$ cat src/rtl/core/assert_macros.svh
// Assertion macros for the RTL files of the code matcher.
`ifndef ASSERT_MACROS_SVH
`define ASSERT_MACROS_SVH

`ifndef NO_ASSERTIONS

// Same-cycle implication, disabled during reset
`define DCM_ASSERT_IMP(lbl, clk, rst_n, ante, cons) \
    lbl: assert property (@(posedge clk) disable iff (!rst_n) (ante) |-> (cons)) \
        else $error("assertion failed");

// Next-cycle implication, disabled during reset
`define DCM_ASSERT_NXT(lbl, clk, rst_n, ante, cons) \
    lbl: assert property (@(posedge clk) disable iff (!rst_n) (ante) |=> (cons)) \
        else $error("assertion failed");

`else

`define DCM_ASSERT_IMP(lbl, clk, rst_n, ante, cons)
`define DCM_ASSERT_NXT(lbl, clk, rst_n, ante, cons)

`endif

`endif

$ cat src/rtl/core/dcm_pkg.sv
// Types and constants of the dual code matcher.
package dcm_pkg;

    // Input word: a scanner character or a millisecond tick
    typedef struct packed {
        logic       kind;
        logic [7:0] char_code;
    } t_in_word;

    // Result word
    typedef struct packed {
        logic [1:0] verdict;
        logic       reject_active;
    } t_out_word;

    // Timing registers handed from the register file to the matcher
    typedef struct packed {
        logic [15:0] idle_timeout_ticks;
        logic [15:0] reject_pulse_ticks;
    } t_timing;

    // Word kinds
    localparam logic KIND_CHAR = 1'b0;
    localparam logic KIND_TICK = 1'b1;

    // Verdict codes
    localparam logic [1:0] VERDICT_NONE     = 2'd0;
    localparam logic [1:0] VERDICT_ACCEPTED = 2'd1;
    localparam logic [1:0] VERDICT_REJECTED = 2'd2;

    // Characters
    localparam logic [7:0] CHAR_CR   = 8'd13;
    localparam logic [7:0] CHAR_ZERO = 8'd48;
    localparam logic [7:0] CHAR_NINE = 8'd57;

    // Counter limits
    localparam logic [15:0] CNT_MAX = 16'hFFFF;
    localparam logic [3:0]  POS_MAX = 4'd15;

    // Register file
    localparam int          CFG_IDX_W       = 8;
    localparam logic [7:0]  REG_CODE_A      = 8'd0;
    localparam logic [7:0]  REG_CODE_B      = 8'd1;
    localparam logic [7:0]  REG_IDLE_TICKS  = 8'd2;
    localparam logic [7:0]  REG_PULSE_TICKS = 8'd3;
    localparam logic [15:0] IDLE_TICKS_RST  = 16'd200;
    localparam logic [15:0] PULSE_TICKS_RST = 16'd500;

endpackage

$ cat src/rtl/core/dcm_cfg.sv
// Configuration register file: two stored codes and two tick counts.
module dcm_cfg
    import dcm_pkg::*;
#(
    parameter int CODE_DIGITS = 13,
    parameter int CFG_W       = 52
) (
    input  logic                   i_clk,
    input  logic                   i_rst_n,
    input  logic                   i_wr,
    input  logic [CFG_IDX_W-1:0]   i_index,
    input  logic [CFG_W-1:0]       i_data,
    output logic [4*CODE_DIGITS-1:0] o_code_a,
    output logic [4*CODE_DIGITS-1:0] o_code_b,
    output t_timing                o_timing
);

    localparam int CODE_W = 4 * CODE_DIGITS;

    logic [CODE_W-1:0] r_code_a;
    logic [CODE_W-1:0] r_code_b;
    t_timing           r_timing;

    // Register writes; unknown indexes are dropped
    always_ff @(posedge i_clk) begin
        if (!i_rst_n) begin
            r_code_a                    <= '0;
            r_code_b                    <= '0;
            r_timing.idle_timeout_ticks <= IDLE_TICKS_RST;
            r_timing.reject_pulse_ticks <= PULSE_TICKS_RST;
        end else if (i_wr) begin
            case (i_index)
                REG_CODE_A:      r_code_a <= i_data[CODE_W-1:0];
                REG_CODE_B:      r_code_b <= i_data[CODE_W-1:0];
                REG_IDLE_TICKS:  r_timing.idle_timeout_ticks <= i_data[15:0];
                REG_PULSE_TICKS: r_timing.reject_pulse_ticks <= i_data[15:0];
                default: ;
            endcase
        end
    end

    assign o_code_a = r_code_a;
    assign o_code_b = r_code_b;
    assign o_timing = r_timing;

endmodule

$ cat src/rtl/core/dcm_match.sv
// Match state and single-pass update for one word: position, flags, timers.
module dcm_match
    import dcm_pkg::*;
#(
    parameter int CODE_DIGITS = 13
) (
    input  logic                     i_clk,
    input  logic                     i_rst_n,
    input  logic                     i_adv,
    input  t_in_word                 i_word,
    input  logic [4*CODE_DIGITS-1:0] i_code_a,
    input  logic [4*CODE_DIGITS-1:0] i_code_b,
    input  t_timing                  i_timing,
    output t_out_word                o_result
);

    logic [3:0]  r_position, n_position;
    logic        r_mismatch_a, n_mismatch_a;
    logic        r_mismatch_b, n_mismatch_b;
    logic [15:0] r_idle_count, n_idle_count;
    logic [15:0] r_pulse_rem, n_pulse_rem;

    logic [3:0] pos_base;
    logic [3:0] digit;
    logic [3:0] nib_a;
    logic [3:0] nib_b;
    logic       is_digit;
    logic       in_range;
    logic [1:0] verdict;

    // Stored digit at the current position
    always_comb begin
        nib_a = '0;
        nib_b = '0;
        for (int i = 0; i < CODE_DIGITS; i++) begin
            if (pos_base == 4'(i)) begin
                nib_a = i_code_a[4*i +: 4];
                nib_b = i_code_b[4*i +: 4];
            end
        end
    end

    // Next state for this word
    always_comb begin
        n_position   = r_position;
        n_mismatch_a = r_mismatch_a;
        n_mismatch_b = r_mismatch_b;
        n_idle_count = r_idle_count;
        n_pulse_rem  = r_pulse_rem;
        verdict      = VERDICT_NONE;

        // position restarts after too long a silence
        pos_base = (r_idle_count > i_timing.idle_timeout_ticks) ? 4'd0 : r_position;
        is_digit = (i_word.char_code >= CHAR_ZERO) && (i_word.char_code <= CHAR_NINE);
        digit    = 4'(i_word.char_code - CHAR_ZERO);
        in_range = pos_base < 4'(CODE_DIGITS);

        if (i_word.kind == KIND_TICK) begin
            if (r_idle_count != CNT_MAX) begin
                n_idle_count = r_idle_count + 16'd1;
            end
            if (r_pulse_rem != 16'd0) begin
                n_pulse_rem = r_pulse_rem - 16'd1;
            end
        end else begin
            n_idle_count = '0;
            n_position   = pos_base;
            if (is_digit) begin
                // a digit past the code end fails both codes
                if (!in_range || (nib_a != digit)) begin
                    n_mismatch_a = 1'b1;
                end
                if (!in_range || (nib_b != digit)) begin
                    n_mismatch_b = 1'b1;
                end
            end
            if (i_word.char_code != CHAR_CR) begin
                if (pos_base != POS_MAX) begin
                    n_position = pos_base + 4'd1;
                end
            end else begin
                if (!n_mismatch_a || !n_mismatch_b) begin
                    verdict = VERDICT_ACCEPTED;
                end else begin
                    verdict     = VERDICT_REJECTED;
                    n_pulse_rem = i_timing.reject_pulse_ticks;
                end
                n_mismatch_a = 1'b0;
                n_mismatch_b = 1'b0;
                n_position   = '0;
            end
        end
    end

    // State update on each processed word
    always_ff @(posedge i_clk) begin
        if (!i_rst_n) begin
            r_position   <= '0;
            r_mismatch_a <= 1'b0;
            r_mismatch_b <= 1'b0;
            r_idle_count <= CNT_MAX;
            r_pulse_rem  <= '0;
        end else if (i_adv) begin
            r_position   <= n_position;
            r_mismatch_a <= n_mismatch_a;
            r_mismatch_b <= n_mismatch_b;
            r_idle_count <= n_idle_count;
            r_pulse_rem  <= n_pulse_rem;
        end
    end

    assign o_result.verdict       = verdict;
    assign o_result.reject_active = (n_pulse_rem != 16'd0);

endmodule

$ cat src/rtl/core/dual_code_match_reject.sv
// Top level of the dual code matcher with timed reject output.
//
// Takes scanner characters and millisecond ticks, one word per cycle, and
// returns one result word for each. Every digit is checked at its position
// against two stored codes of CODE_DIGITS BCD digits; a carriage return
// accepts the code when either stored code still matches, otherwise it
// rejects and drives reject_active for reject_pulse_ticks ticks. A character
// after more than idle_timeout_ticks ticks of silence restarts the position.
// Throughput is one word per cycle with no stalls while the result side takes
// its words. A word accepted into the input register goes through the
// combinational state update and is loaded into the result register when it
// advances, and its result word is valid from then on. The input stalls only
// when both registers are full and the result side stalls. The configuration
// port is always ready; write it only while no words are in flight.
`include "assert_macros.svh"

module dual_code_match_reject
    import dcm_pkg::*;
#(
    parameter int CODE_DIGITS = 13
) (
    input  logic     i_clk,
    input  logic     i_rst_n,
    // input words
    input  logic     i_in_valid,
    input  t_in_word i_in_word,
    output logic     o_in_stall,
    // result words
    output logic      o_out_valid,
    output t_out_word o_out_word,
    input  logic      i_out_stall,
    // configuration writes
    input  logic                 i_cfg_valid,
    output logic                 o_cfg_ready,
    input  logic [CFG_IDX_W-1:0] i_cfg_index,
    input  logic [((4*CODE_DIGITS > 16) ? 4*CODE_DIGITS : 16)-1:0] i_cfg_data
);

    localparam int CODE_W = 4 * CODE_DIGITS;
    localparam int CFG_W  = (CODE_W > 16) ? CODE_W : 16;

    logic [CODE_W-1:0] code_a;
    logic [CODE_W-1:0] code_b;
    t_timing           timing;

    logic      r_in_valid;
    t_in_word  r_in_word;
    logic      r_out_valid;
    t_out_word r_out_word;
    t_out_word result;
    logic      in_accept;
    logic      adv;

    // Handshakes: a word moves on when the result slot is free or draining
    assign adv         = r_in_valid && (!r_out_valid || !i_out_stall);
    assign o_in_stall  = r_in_valid && !adv;
    assign in_accept   = i_in_valid && !o_in_stall;
    assign o_cfg_ready = 1'b1;

    // Register file
    dcm_cfg #(
        .CODE_DIGITS (CODE_DIGITS),
        .CFG_W       (CFG_W)
    ) u_cfg (
        .i_clk    (i_clk),
        .i_rst_n  (i_rst_n),
        .i_wr     (i_cfg_valid && o_cfg_ready),
        .i_index  (i_cfg_index),
        .i_data   (i_cfg_data),
        .o_code_a (code_a),
        .o_code_b (code_b),
        .o_timing (timing)
    );

    // Input register
    always_ff @(posedge i_clk) begin
        if (!i_rst_n) begin
            r_in_valid <= 1'b0;
        end else if (in_accept) begin
            r_in_valid <= 1'b1;
        end else if (adv) begin
            r_in_valid <= 1'b0;
        end
    end

    always_ff @(posedge i_clk) begin
        if (in_accept) begin
            r_in_word <= i_in_word;
        end
    end

    // Match state and update
    dcm_match #(
        .CODE_DIGITS (CODE_DIGITS)
    ) u_match (
        .i_clk    (i_clk),
        .i_rst_n  (i_rst_n),
        .i_adv    (adv),
        .i_word   (r_in_word),
        .i_code_a (code_a),
        .i_code_b (code_b),
        .i_timing (timing),
        .o_result (result)
    );

    // Result register
    always_ff @(posedge i_clk) begin
        if (!i_rst_n) begin
            r_out_valid <= 1'b0;
        end else if (adv) begin
            r_out_valid <= 1'b1;
        end else if (!i_out_stall) begin
            r_out_valid <= 1'b0;
        end
    end

    always_ff @(posedge i_clk) begin
        if (adv) begin
            r_out_word <= result;
        end
    end

    assign o_out_valid = r_out_valid;
    assign o_out_word  = r_out_word;

    // Checks
    `DCM_ASSERT_IMP(a_stall_only_when_full, i_clk, i_rst_n, o_in_stall, r_in_valid)
    `DCM_ASSERT_IMP(a_verdict_code, i_clk, i_rst_n, r_out_valid,
        (r_out_word.verdict == VERDICT_NONE) || (r_out_word.verdict == VERDICT_ACCEPTED)
        || (r_out_word.verdict == VERDICT_REJECTED))
    `DCM_ASSERT_NXT(a_tick_no_verdict, i_clk, i_rst_n,
        adv && (r_in_word.kind == KIND_TICK),
        r_out_valid && (r_out_word.verdict == VERDICT_NONE))
    `DCM_ASSERT_NXT(a_reject_drives_pulse, i_clk, i_rst_n,
        adv && (result.verdict == VERDICT_REJECTED) && (timing.reject_pulse_ticks != 16'd0),
        r_out_word.reject_active)

endmodule
$ cat config.mk
export PLATFORM = sky130hd
export DESIGN_NAME = dual_code_match_reject
export DESIGN_NICKNAME = d
export VERILOG_FILES = /design/src/rtl/core/dcm_pkg.sv /design/src/rtl/core/dcm_cfg.sv /design/src/rtl/core/dcm_match.sv /design/src/rtl/core/dual_code_match_reject.sv
export VERILOG_INCLUDE_DIRS = /design/src /design/src/rtl/core
export SDC_FILE = /design/constraint.sdc
export NUM_CORES = 1
export LEC_CHECK = 0
export BUFFER_PORTS_ARGS = -buffer_cell sky130_fd_sc_hd__buf_2
export CAP_MARGIN = 25
export CORE_AREA = 2 2 100 174
export CTS_CLUSTER_DIAMETER = 40
export DETAILED_ROUTE_END_ITERATION = 10
export DIE_AREA = 0 0 102 176
export PLACE_DENSITY = 0.77
export REMOVE_ABC_BUFFERS = 1
export SYNTH_ARGS = -nofsm -noshare
export SYNTH_HDL_FRONTEND = slang
export SYNTH_SLANG_ARGS = --single-unit
$ cat constraint.sdc
create_clock -name i_clk -period 6.3 [get_ports i_clk]
set_clock_uncertainty 0.05 [all_clocks]
set_input_delay 0 -clock i_clk [delete_from_list [all_inputs] [get_ports i_clk]]
set_output_delay 0 -clock i_clk [all_outputs]
set_load 0.02 [all_outputs]
Word level (Yosys, flattened, before mapping)
Cells that the tools add are included.
{"block": "classes", "n_addsub": 4, "order_cmp": 4, "eq_ne": 22, "mux": 48, "n_bitwise": 1, "n_reduce_logical": 27}
{"op": "4-bit two-way mux", "n": 29}
{"op": "16-bit two-way mux", "n": 6}
{"op": "16-bit nonzero test", "n": 2}
{"op": "4-bit == test (second input constant)", "n": 5}
{"op": "16-bit by 1-bit adder with 16-bit output (second input constant)", "n": 1}
{"op": "4-bit by 3-bit == test with 1-bit output (second input constant)", "n": 4}
{"op": "8-bit by 2-bit == test with 1-bit output (second input constant)", "n": 2}
{"op": "16-bit greater-than comparator", "n": 1}
{"op": "16-bit inequality test (second input constant)", "n": 1}
{"op": "16-bit by 1-bit subtractor with 16-bit output (second input constant)", "n": 1}
{"op": "1-bit two-way mux", "n": 12}
{"op": "2-bit AND reduction", "n": 6}
{"op": "4-bit by 2-bit == test with 1-bit output (second input constant)", "n": 2}
{"op": "8-bit by 1-bit == test with 1-bit output (second input constant)", "n": 1}
{"op": "8-bit by 6-bit greater-or-equal comparator with 1-bit output (second input constant)", "n": 1}
{"op": "8-bit by 6-bit <= comparator with 1-bit output (second input constant)", "n": 1}
{"op": "8-bit zero test", "n": 1}
{"op": "4-bit inequality test", "n": 2}
{"op": "8-bit by 4-bit inequality test with 1-bit output (second input constant)", "n": 1}
{"op": "1-bit zero test", "n": 7}
{"op": "4-bit by 1-bit adder with 4-bit output (second input constant)", "n": 1}
{"op": "4-bit by 1-bit == test with 1-bit output (second input constant)", "n": 1}
{"op": "1-bit logical AND", "n": 4}
{"op": "4-bit zero test", "n": 1}
{"op": "other kinds (9)", "n": 13}
{"block": "word_totals", "register_bits": 188, "out_inout_bits": 6, "word_cells": 121}

Depth between registers and ports, before layout
{"block": "depth", "ltp_word": 27, "ltp_mapped": 21}

Modules after synthesis
From an unflattened synthesis, not the netlist that was laid out.
{"block": "unflattened", "hier_cells": 1159, "hier_area_um2": 10103.4}
{"mod": "dcm_cfg", "n_inst": 1, "cells_per_inst": 510, "area_per_inst_um2": 5221.3}
{"mod": "dcm_match", "n_inst": 1, "cells_per_inst": 627, "area_per_inst_um2": 4426.7}
{"mod": "dual_code_match_reject", "n_inst": 1, "cells_per_inst": 22, "area_per_inst_um2": 455.4}

Worst setup path after synthesis
Ideal clock, no wire load.
{"block": "synth_timing", "path_kind": "reg2reg", "startpoint": "register u_cfg.r_timing, in the netlist u_cfg.o_timing[29]", "endpoint": "register u_match.r_mismatch_a", "t_arrival_ns": 4.270, "path_slack_ns": 1.855, "stages_incl_launch_ff": 21, "synth_period_minus_slack_ns": 4.445, "cell_sequence": "dfxtp_1 > inv_1 > ha_1 > nand4_1 > o21bai_1 > or3_4 > o31ai_4 > clkbuf_1 > nand2_1 > inv_1 > ha_1 > clkbuf_1 > clkbuf_1 > clkbuf_1 > nand2_1 > a311oi_1 > a21oi_1 > o22ai_1 > a22oi_1 > xnor2_1 > o41a_1"}
{"block": "synth_between", "elab_chain_len": 22}
{"item": "start: declaration", "line_no": "dcm_cfg.sv:22", "rtl": "t_timing r_timing;"}
{"item": "16-bit greater-than comparator *", "line_no": "dcm_match.sv:53", "rtl": "pos_base = (r_idle_count > i_timing.idle_timeout_ticks) ? 4'd0 : r_position;"}
{"item": "4-bit two-way mux *", "line_no": "dcm_match.sv:53"}
{"item": "4-bit zero test", "line_no": "dcm_match.sv:36", "rtl": "if (pos_base == 4'(i)) begin"}
{"item": "4-bit two-way mux (13 in a row)", "line_no": "dcm_match.sv:36"}
{"item": "4-bit inequality test", "line_no": "dcm_match.sv:70", "rtl": "if (!in_range || (nib_a != digit)) begin"}
{"item": "1-bit logical OR *", "line_no": "dcm_match.sv:70"}
{"item": "1-bit two-way mux *", "line_no": "dcm_match.sv:70"}
{"item": "1-bit two-way mux *", "line_no": "dcm_match.sv:68", "rtl": "if (is_digit) begin"}
{"item": "1-bit two-way mux *", "line_no": "dcm_match.sv:58", "rtl": "if (i_word.kind == KIND_TICK) begin"}
{"item": "1-bit two-way mux *", "line_no": "dcm_match.sv:77", "rtl": "if (i_word.char_code != CHAR_CR) begin"}
{"item": "end signal: assignment", "line_no": "dcm_match.sv:105", "rtl": "r_mismatch_a <= n_mismatch_a;"}
{"item": "end: declaration", "line_no": "dcm_match.sv:18", "rtl": "logic r_mismatch_a, n_mismatch_a;"}
Every way passes the cells marked *; elsewhere a longest branch is shown, timed or not. The select of a mux whose other input is x is not followed.
A chain may end at the register's enable or synchronous reset.

Final worst setup path
Ends and elaborated chain as after synthesis.

==> impl_metrics.csv <==
group,metric,value,unit
run_status,status,"finished clean",
power,p_per_area,239,nW/um^2
timing,tightest_slew,1060,ps
worst_setup_path,startpoint,"u_cfg.o_timing[29]",
timing,drv_slew,0,
worst_setup_path,crit_chain,"inv_1, ha_1, nand4_1, nor4_1, o31ai_4, and2_1, inv_1, ha_1, nand3b_1, a21oi_1, a21oi_1, o21ai_0, o21ai_0, a22o_1, mux2i_1, a211o_1, o41a_1",
power,power.leakage,4.03,nW
cells_and_area,layout-drive-gt1-share,0.102,
cts,cts_setup_buffers,0,
placed_design,io_buffers,78,
timing,fmax,0.187,GHz
logic_synthesis,synthCells,1268,
worst_setup_path,r2r_end,"u_match.r_mismatch_a",
logic_synthesis,synth_area,9430,um^2
worst_setup_path,worstPathRequired,6580,ps
cts,clk_latency,440,ps
cts,cts_buffers,17,
cells_and_area,fillers,1399,
floorplanning,die_area,18000,um^2
timing,timing.final.hold_violations,0,
worst_setup_path,cpPeakStageDelay,810,ps
routing,ant_nets,0,
logic_synthesis,yosysWarnings,0,
worst_setup_path,path_depth,17,
routing,top_layer_used,"met4",
logic_synthesis,avgSynthCellArea,7.44,um^2
worst_setup_path,reg2reg_setup_slack,950,ps
cts,path_clk_slew,70,ps
logic_synthesis,yosys.area_share.simple,0.250,
logic_synthesis,synth_xor_area_frac,0.0204,
power,ir_drop,0.000199,V
cells_and_area,final_common_cell,"nand2_1",
global_routing,grt_pass1_vias,9119,
routing,wl_met3,1100,um
cts,cts.sinks,188,
logic_synthesis,seq_area_frac_synth,0.412,
worst_setup_path,rr_startpoint,"u_cfg.o_timing[29]",
min_path,worstHoldStart,"i_cfg_index[0]",
routing,drc,0,
global_routing,grt_max_degree,88,
cells_and_area,final_net_count,1452,
routing,dr_wl_met2,15000,um
timing,min_period,5350,ps
cts,clockBufferDepth,2,
worst_setup_path,crit_type,"register to register",
floorplanning,die_w,102,um
cts,cts_tree,"yes",
worst_setup_path,r2r_cells,17,
logic_synthesis,muxShareOfSynthArea,0.00531,
worst_setup_path,critical_path.top_delay_family,"compound AO/OA/AOI/OAI gates",
cells_and_area,finish.instance_area,11100,um^2
cells_and_area,layout.cells.non_filler,1591,
timing,holdWs,120,ps
floorplanning,rows,62,
timing,rsz0062_at_grt,"no",
global_routing,antenna_found_initial,0,
worst_setup_path,crit_path_max_fanout,26,
cells_and_area,multi_input_area,5040,um^2
global_routing,grt_overflow,0,
worst_setup_path,crit_path_end_kind,"register",
cells_and_area,register_area,3880,um^2
cts,h-tree-depth,4,
timing,setup_viol,0,
logic_synthesis,async_reset_ff_frac,0,
placed_design,gp_routability_congestion,1.03,
timing,tns,0,ps
routing,drtIter0Drc,603,
floorplanning,pin_count,80,
routing,wl,27800,um
routing,dr.pass1.iters,5,
worst_setup_path,critPathSlowestCell,"nor4_1",
floorplanning,core_region_area,16400,um^2
logic_synthesis,synth_edf_count,12,
logic_synthesis,synth_compound_area_frac,0.226,
run,maxCapViolations,0,
worst_setup_path,crit_path_start_kind,"register",
routing,vias_per_cell,5.88,
worst_setup_path,cp_data_arrival_time,5630,ps
routing,drt-wirelength-per-cell,17.5,um
floorplanning,die_y,176,um
min_path,hold_class,"input port to register",
logic_synthesis,yosys_most_used_dff,"dfxtp_1",
floorplanning,start_util,0.574,
logic_synthesis,ys_seq_elements,188,
placed_design,hpwl,19000,um
routing,m1WireLength,10100,um
cells_and_area,layout_common_cells,"nand2_1, a21oi_1, dfxtp_1",
placed_design,placed_area,9830,um^2
cts,cts-root-buf,"clkbuf_16",
logic_synthesis,synth_top_family_by_area,"simple AND/OR/NAND/NOR gates",
worst_setup_path,endpoint,"u_match.r_mismatch_a",
timing,relSlewSlack,0.287,
global_routing,grt.total_usage,0.321,
placed_design,numPlacedInstances,1490,
routing,vias,9351,
timing,min_period_over_period,0.850,
worst_setup_path,crit_buf_inv,2,
cells_and_area,area_delta_synth_final,17.9,%
logic_synthesis,synthAdderAreaFrac,0.0318,
cells_and_area,diodes,0,
logic_synthesis,synth.distinct_cells,79,
global_routing,grt_pass1_wl,45200,um
## tightest hold or removal path, cell delays in order
cell and delay, ps:
buf_2 170, nor2_1 70, buf_4 190, nand2_1 90, a21oi_1 50
## synthesized netlist by cell type (8+ instances only)
| master | instances | share of area |
|---|---|---|
| edfxtp_1 | 12 | 0.038 |
| nand4_1 | 10 | 0.0066 |
| o211ai_1 | 10 | 0.0080 |
| clkbuf_1 | 80 | 0.032 |
| xnor2_1 | 13 | 0.012 |
| ha_1 | 24 | 0.032 |
| a211oi_1 | 15 | 0.012 |
| inv_1 | 40 | 0.016 |
| o21ai_0 | 54 | 0.029 |
| nor3_1 | 11 | 0.0058 |
| nand2_1 | 349 | 0.14 |
| and3_1 | 14 | 0.0093 |
| nor2b_1 | 8 | 0.0053 |
| nor2_1 | 68 | 0.027 |
| a31oi_1 | 10 | 0.0066 |
| a21oi_1 | 193 | 0.10 |
| dfxtp_1 | 176 | 0.37 |
| nand3_1 | 40 | 0.021 |
| xor2_1 | 9 | 0.0084 |
## worst min path at each step
stage                               to  slack [ps]  cells past startpoint
floorplan            u_cfg.o_timing[2]          20                      1
global placement          r_in_word[8]         130                      1
detailed placement        r_in_word[8]         130                      1
CTS                 u_cfg.o_timing[17]         100                      5
global route        u_cfg.o_timing[17]         150                      5
finish              u_cfg.o_timing[17]         120                      5
## what timing repair did
item	CTS	global route
endpoints found under the hold margin	154	0
gates resized for setup	0	0
hold buffers	67	0
## routing by layer
metal,vias up,global-route usage
met5,-,0
met4,0,0.197
met3,95,0.0459
met2,327,0.582
met1,4371,0.339
li1,4558,-
## state kept, by name, indices dropped and copies added, names as in the netlist
signal	count
u_cfg.o_code_a	52
u_cfg.o_code_b	52
u_cfg.o_timing	32
u_match.r_idle_count	16
u_match.r_pulse_rem	16
r_in_word	9
u_match.r_position	4
o_out_word	3
o_out_valid	1
r_in_valid	1
u_match.r_mismatch_a	1
u_match.r_mismatch_b	1
## area by class of cell
class,instances,share of cell area
inverters,42,0.0144
well taps,224,0.0252
clock buffers,21,0.0434
multi-input cells,949,0.453
clock inverters,11,0.00934
repair buffers,156,0.105
flip-flops and latches,188,0.349
## power by group
group / switching, mW / total (mW) / internal, mW
registers: 0.0355 / 1.26 / 1.23
clock network: 0.476 / 1.07 / 0.597
logic: 0.181 / 0.324 / 0.143
total: 0.692 / 2.66 / 1.97
## cell families after synthesis
family	Yosys count
adders and majority gates	24
AOI/OAI and AO/OA	354
muxes	5
xor gates and xnor gates	22
DFF	188
and+or+nand+nor	543
buffers and inverters	131
other	1
## stage by stage
step                      setup WS [ps]  total power [mW]   util
after CTS                          1100              2.67  0.674
after floorplan                    1490              1.47      -
final                               945              2.66  0.676
after global routing                597              2.75  0.676
after global placement             1180              1.57  0.598
after detailed placement           1130              1.57  0.598
Note: power is estimated with default switching activity, not from simulation.
